--- config.mk ---
export PLATFORM = sky130hd
export DESIGN_NAME = dtd_front_flat
export DESIGN_NICKNAME = d
export VERILOG_FILES = /design/src/rtl/core/dtd_pkg.sv /design/src/rtl/core/dtd_if.sv /design/src/rtl/core/dtd_front.sv /design/src/flat_wrapper.sv
export SDC_FILE = /design/constraint.sdc
export NUM_CORES = 1
export LEC_CHECK = 0
export ABC_CLOCK_PERIOD_IN_PS = 3300
export CAP_MARGIN = 20
export CORE_MARGIN = 4
export CORE_UTILIZATION = 46
export DETAILED_ROUTE_END_ITERATION = 8
export DONT_BUFFER_PORTS = 1
export GPL_TIMING_DRIVEN = 0
export RECOVER_POWER = 25
export SKIP_CTS_REPAIR_TIMING = 1
export SYNTH_ARGS = -nofsm -noshare
export SYNTH_HDL_FRONTEND = slang
export SYNTH_SLANG_ARGS = --single-unit
--- constraint.sdc ---
create_clock -name clk -period 3.3 [get_ports clk]
set_clock_uncertainty 0.1 [all_clocks]
set_input_delay 0.165 -clock clk [delete_from_list [all_inputs] [get_ports clk]]
set_output_delay 0.165 -clock clk [all_outputs]
set_load 0.01 [all_outputs]
--- src/rtl/core/dtd_pkg.sv ---
// shared types and constants of the task dispatcher
`default_nettype none
package dtd_pkg;

  localparam int MAX_TASKS = 64;
  localparam int MAX_SUCCESSORS = 8;
  localparam int TASK_W = $clog2(MAX_TASKS);
  localparam int SLOT_W = $clog2(MAX_SUCCESSORS);
  localparam int EDGE_W = TASK_W + SLOT_W;
  localparam int NSUCC_W = 4;
  localparam int PEND_W = 9;
  localparam int FCNT_W = $clog2(MAX_TASKS + 1);

  typedef enum logic [2:0] {
    OP_LOAD_TASK = 3'd0,
    OP_LOAD_EDGE = 3'd1,
    OP_START     = 3'd2,
    OP_TAKE      = 3'd3,
    OP_FINISH    = 3'd4
  } op_t;

  // one decoded command beat
  typedef struct packed {
    logic                  is_load_task;
    logic                  is_load_edge;
    logic                  is_start;
    logic                  is_take;
    logic                  is_finish;
    logic [TASK_W-1:0]     task_index;
    logic [SLOT_W-1:0]     edge_slot;
    logic [TASK_W-1:0]     edge_target;
    logic [NSUCC_W-1:0]    successor_count;
    logic                  main_only;
    logic                  start_dirty;
    logic [PEND_W-1:0]     start_pending;
    logic                  from_main;
  } cmd_t;

  // static task table entry
  typedef struct packed {
    logic               main_only;
    logic               start_dirty;
    logic [PEND_W-1:0]  start_pending;
    logic [NSUCC_W-1:0] succ_count;
  } task_entry_t;

endpackage
`default_nettype wire

--- src/rtl/core/dtd_if.sv ---
// request and response channel interfaces of the task dispatcher
`default_nettype none
interface dtd_req_if;
  import dtd_pkg::*;
  logic               valid;
  logic               ready;
  logic [2:0]         opcode;
  logic [5:0]         task_index;
  logic [2:0]         edge_slot;
  logic [5:0]         edge_target;
  logic [3:0]         successor_count;
  logic               main_only;
  logic               start_dirty;
  logic [8:0]         start_pending;
  logic               from_main;
  modport source (output valid, opcode, task_index, edge_slot, edge_target, successor_count,
                  main_only, start_dirty, start_pending, from_main, input ready);
  modport sink (input valid, opcode, task_index, edge_slot, edge_target, successor_count,
                main_only, start_dirty, start_pending, from_main, output ready);
endinterface

`default_nettype wire

--- src/rtl/core/dtd_front.sv ---
// front end: accepts request beats, decodes them and queues commands
`default_nettype none
module dtd_front (
  input  wire logic          clk,
  input  wire logic          rst,
  dtd_req_if.sink            req,
  output logic               cmd_valid,
  input  wire logic          cmd_ready,
  output dtd_pkg::cmd_t      cmd
);
  import dtd_pkg::*;

  cmd_t       q [2];
  logic       wptr;
  logic       rptr;
  logic [1:0] count;
  cmd_t       dec;
  logic       push;
  logic       pop;

  // decode the opcode into command class flags, at most one of them set
  always_comb begin
    dec = '0;
    dec.is_load_task    = (req.opcode == OP_LOAD_TASK);
    dec.is_load_edge    = (req.opcode == OP_LOAD_EDGE);
    dec.is_start        = (req.opcode == OP_START);
    dec.is_take         = (req.opcode == OP_TAKE);
    dec.is_finish       = (req.opcode == OP_FINISH);
    dec.task_index      = req.task_index;
    dec.edge_slot       = req.edge_slot;
    dec.edge_target     = req.edge_target;
    dec.successor_count = req.successor_count;
    dec.main_only       = req.main_only;
    dec.start_dirty     = req.start_dirty;
    dec.start_pending   = req.start_pending;
    dec.from_main       = req.from_main;
  end

  assign req.ready = (count != 2'd2);
  assign cmd_valid = (count != 2'd0);
  assign cmd       = q[rptr];
  assign push      = req.valid && req.ready;
  assign pop       = cmd_valid && cmd_ready;

  // two-entry command queue
  always_ff @(posedge clk) begin
    if (push) begin
      q[wptr] <= dec;
    end
    if (rst) begin
      wptr  <= 1'b0;
      rptr  <= 1'b0;
      count <= 2'd0;
    end else begin
      if (push) begin
        wptr <= ~wptr;
      end
      if (pop) begin
        rptr <= ~rptr;
      end
      count <= count + {1'b0, push} - {1'b0, pop};
    end
  end
endmodule
`default_nettype wire

--- src/flat_wrapper.sv ---
// flat-port wrapper written by rule: the top's interface ports become plain ports
module dtd_front_flat import dtd_pkg::*;
  (clk, rst, cmd_valid, cmd_ready, cmd, req_valid, req_opcode, req_task_index, req_edge_slot, req_edge_target, req_successor_count, req_main_only, req_start_dirty, req_start_pending, req_from_main, req_ready);
  dtd_req_if req_i ();
  input  wire logic clk;
  input  wire logic rst;
  output logic cmd_valid;
  input  wire logic cmd_ready;
  output dtd_pkg::cmd_t cmd;
  input wire logic [$bits(req_i.valid)-1:0] req_valid;
  input wire logic [$bits(req_i.opcode)-1:0] req_opcode;
  input wire logic [$bits(req_i.task_index)-1:0] req_task_index;
  input wire logic [$bits(req_i.edge_slot)-1:0] req_edge_slot;
  input wire logic [$bits(req_i.edge_target)-1:0] req_edge_target;
  input wire logic [$bits(req_i.successor_count)-1:0] req_successor_count;
  input wire logic [$bits(req_i.main_only)-1:0] req_main_only;
  input wire logic [$bits(req_i.start_dirty)-1:0] req_start_dirty;
  input wire logic [$bits(req_i.start_pending)-1:0] req_start_pending;
  input wire logic [$bits(req_i.from_main)-1:0] req_from_main;
  output wire logic [$bits(req_i.ready)-1:0] req_ready;
  assign req_i.valid = req_valid;
  assign req_i.opcode = req_opcode;
  assign req_i.task_index = req_task_index;
  assign req_i.edge_slot = req_edge_slot;
  assign req_i.edge_target = req_edge_target;
  assign req_i.successor_count = req_successor_count;
  assign req_i.main_only = req_main_only;
  assign req_i.start_dirty = req_start_dirty;
  assign req_i.start_pending = req_start_pending;
  assign req_i.from_main = req_from_main;
  assign req_ready = req_i.ready;
  dtd_front u_core (.clk(clk), .rst(rst), .req(req_i), .cmd_valid(cmd_valid), .cmd_ready(cmd_ready), .cmd(cmd));
endmodule
# After elaboration in Yosys (flattened, before gate mapping)
# Memory sizes are Yosys's and may differ from the RTL's. A register that Yosys moved wholly into a read port is not among the register bits.
# Index checks and enable logic that the tools add are counted.
[word_totals]
register_bits = 4
ramBits = 72
inputBits = 38
memories = 1
[op_classes]
addsub = 2
eq_ne = 5
muxes = 4
n_bitwise = 2
n_reduce_logical = 4
[memory_table]
columns = ["name", "words", "width", "read_ports", "rd_clocked_by_memory_dff", "write_ports", "line", "rtl"]
rows = [
  ["u_core.q", 2, 36, 1, 1, 1, "dtd_front.sv:13", "cmd_t q [2];"],
]
[ops]
columns = ["cell", "count"]
rows = [
  ["equality test 3 x 2 -> 1 bit, second input constant", 2],
  ["2-to-1 mux 1 bit", 4],
  ["equality test 3 x 1 -> 1 bit, second input constant", 1],
  ["equality test 3 bit, second input constant", 1],
  ["zero test 3 bit", 1],
  ["adder 2 x 1 -> 2 bit", 1],
  ["logical AND 1 bit", 2],
  ["!= test 2 bit, second input constant", 1],
  ["NOT 1 bit", 2],
  ["nonzero test 2 bit", 1],
  ["subtractor 2 x 1 -> 2 bit", 1],
]

# Depth between registers and ports, before layout
[depth]
ltp_word = 4
ltp_mapped = 7

# Worst setup path before layout
# Ideal clock, no wire load.
[synth_timing]
path_kind = "reg-to-reg"
startpoint = "reg u_core.count[0]"
endpoint = "mem u_core.q[0][0] (netlist name), enable pin"
setup_ns = 0.434
arrival_ns = 2.353
required_ns = 2.766
setup_slack_ns = 0.414
stages_incl_launch_ff = 4
period_less_slack_ns = 2.886
path_cell_list = "dfxtp_1 -> nand2b_1 -> and2_4 -> nor2b_1"
[synth_via]
elab_chain_cells = 4
[synth_rtl]
columns = ["element", "line", "rtl"]
rows = [
  ["start: declaration", "dtd_front.sv:16", "logic [1:0] count;"],
  ["start signal: assignment", "dtd_front.sv:61", "count <= count + {1'b0, push} - {1'b0, pop};"],
  ["!= test 2 bit", "dtd_front.sv:39", "assign req.ready = (count != 2'd2);"],
  ["via req_ready", "flat_wrapper.sv:20", "output wire logic [$bits(req_i.ready)-1:0] req_ready;"],
  ["logical AND 1 bit", "dtd_front.sv:42", "assign push = req.valid && req.ready;"],
  ["via u_core.push", "dtd_front.sv:18", "logic push;"],
  ["2-to-1 mux 1 bit", "dtd_front.sv:47", "if (push) begin"],
  ["2-to-1 mux 1 bit (not written as such)", "dtd_front.sv:48", "q[wptr] <= dec;"],
  ["end: declaration", "dtd_front.sv:13", ""],
]
# The timed path passes the listed nets, and every way through them passes these cells.

# Final worst setup path
[layout_timing]
startpoint = "reg u_core.count[0]"
endpoint = "mem u_core.q[0][7] (netlist name), enable pin"
# Same word-level chain as after synthesis.

==> metrics <==
status=completed; CTS tree=yes; Syn Nets=183; # H-tree levels=3; worst vdd rail ir drop=0.000418 V; Crit Reg-Reg Endpoint=u_core.q[0][7]; PD cells=746 mW/mm2; CP Buf/Inv Count=1; DR iter-0 viols=51; first-pass GRT wire length=7.14 mm; DRT Wirelength=5.11 mm; DPL Wire Length=3.25 mm; LEAKAGE=0.00133 uW; IO Pins=76; full die area=0.00788 mm2; NumNets Final=232; ant diodes=0; die height=88.7 um; Tcrit/Tclk final=0.580; CP peak stage delay=470 ps; sequential area share after synthesis=0.754; TritonCTS Buffers=9; Root Driver=clkbuf_8; Mean Syn Cell Area=21.0 um2; Req. time, crit path=3230 ps; Unique masters post-synth=21; DR WL/cell=18.7 um; layout cells sized above 1=0.274; First-pass DRT Iterations=3; initial antenna violation count=0; YS warnings=0; Core Region=0.00635 mm2; Layout Utilization=0.585; Startpoint Class=flip-flop; Final min period=1910 ps; Cell Rows=29; CTS sink count=77; Min-Delay Path Class=in -> reg; Cell Chain, Critical Path=nand2b_1 -> and2_4 -> nor2b_4 -> buf_16; Post-Layout Cell Count=274; largest net degree at the start of global routing=37; Hold Path Depth=1; final setup vio count=0; DRT antenna net count=0; All-Layer GR Usage=0.128; Setup Crit Path Kind=reg -> reg; Clk pin slew, worst setup/hold paths=70 ps; Crit Path Max Fanout=22; number of synthesized register bits=77; Avg Vias per Cell=5.03; R2R depth=4; dpl cells=221; slowest cell on the critical path=nor2b_4; vias=1,377; R2R setup slack=1390 ps; worst setup path startpoint=u_core.count[0]; DRC=0; CP Data Arrival Time=1850 ps; Clock Latency Late Sink=320 ps; cell area after synthesis=0.00300 mm2; Slew headroom=0.412; Top Family by Delay on Critical Path=simple AND/OR/NAND/NOR gates; Clock Tree Buf Depth=2; Hold Fails Final Rpt=0; Mapped Cells=143; fmax=0.523 GHz; RSZ-0062 raised after global routing=no; Hold Crit Endpoint=u_core.q[0][32]; worst slew pin tran=883 ps; area grow syn2layout=23.9%; gr ovfl total=0; reg2reg start=u_core.count[0]; Final Max Tran Viols=0; worst hold start=req_opcode[1]; PortBufs=0; starting density of the core=0.472; Worst Setup End Kind=flip-flop; GP Congestion=0.671; vias in the first global route=1,350; die boundary width=88.7 um; max-cap violation count=0
## sequential cells by signal (all words and copies together) (netlist names), named ones only
| signal | count |
|---|---|
| u_core.rptr | 1 |
| u_core.count | 2 |
| u_core.wptr | 1 |
| u_core.q | 72 |
## stage by stage
stage	setup TNS [ps]	hold WS, ps	area, um2	total power, uW	worst slack [ps]
2_1_floorplan	0	137	3000	1880	414
3_3_place_gp	-15120	138	3100	1980	-421
3_5_place_dp	0	140	3130	2020	1340
4_1_cts	0	-224	3350	2780	1340
5_1_grt	0	6.21	3720	2920	1250
6_report	0	23.9	3720	2770	1390
## power breakdown
group | leakage [uW] | internal (uW) | switching [uW] | total [uW]
clock network | 0.0000985 | 424 | 322 | 746
logic | 0.000520 | 367 | 371 | 737
registers | 0.000716 | 1240 | 47.9 | 1290
total | 0.00133 | 2030 | 741 | 2770
## cells in the mapped netlist
cell type,n,area share
and2_4,1,0.0029
and3_1,1,0.0021
and3b_1,1,0.0029
buf_6,4,0.015
dfxtp_1,5,0.033
edfxtp_1,72,0.72
ha_1,2,0.0083
inv_1,2,0.0025
mux2_1,6,0.023
mux2_4,30,0.15
nand2b_1,2,0.0042
nand3_1,1,0.0017
nor2_1,4,0.0050
nor2b_1,2,0.0042
nor3_1,1,0.0017
nor3b_1,3,0.0075
o21a_1,1,0.0025
o21ai_1,1,0.0017
or2_2,1,0.0021
xnor2_1,2,0.0058
xor2_1,1,0.0029
## cells by family (layout without fill, tap and decap cells)
group	after synthesis	in the layout	synth area share
buffers and inverters	6	60	0.0175
AND/OR/NAND/NOR	17	17	0.0342
flip-flops	77	77	0.754
AO/OA/AOI/OAI	2	2	0.00417
adder cells (fa/ha/maj)	2	2	0.00834
multiplexers	36	36	0.173
XOR/XNOR	3	3	0.00876
## cell type report
| type | count | area [um2] |
|---|---|---|
| clock inverters | 6 | 87.6 |
| multi-input cells | 60 | 693 |
| fillers | 458 | 2630 |
| clock buffers | 10 | 128 |
| repair buffers | 38 | 398 |
| flip-flops and latches | 77 | 2260 |
| well taps | 77 | 96.3 |
| plain buffers | 4 | 45.0 |
| inverters | 2 | 7.51 |
## placed cells by master, fill, tap and decap left out, types with 2 or more instances in the layout
| cell type | instances |
|---|---|
| mux2_4 | 30 |
| nor3b_1 | 3 |
| xnor2_1 | 2 |
| dfxtp_1 | 5 |
| nor2_1 | 4 |
| clkinvlp_4 | 3 |
| nand2b_1 | 2 |
| edfxtp_1 | 72 |
| buf_6 | 4 |
| dlygate4sd3_1 | 37 |
| ha_1 | 2 |
| bufinv_16 | 2 |
| inv_1 | 2 |
| mux2_1 | 6 |
| clkbuf_8 | 9 |
## layer usage
metal  up-vias  track usage  share of wire
met2        42        0.210           0.54
li1        653            -              -
met5         -            0              0
met4         0       0.0618          0.014
met3         6       0.0642          0.071
met1       676        0.139           0.38
## how the worst max path moves through the flow
stage | endpoint | depth (start not counted)
after floorplan | u_core.q[0][0] | 3
after detailed placement | u_core.q[0][12] | 4
final | u_core.q[0][7] | 4
after global placement | u_core.q[0][12] | 3
after global routing | u_core.q[0][10] | 4
after CTS | u_core.q[0][10] | 4
Note: power is estimated with default switching activity, not from simulation.
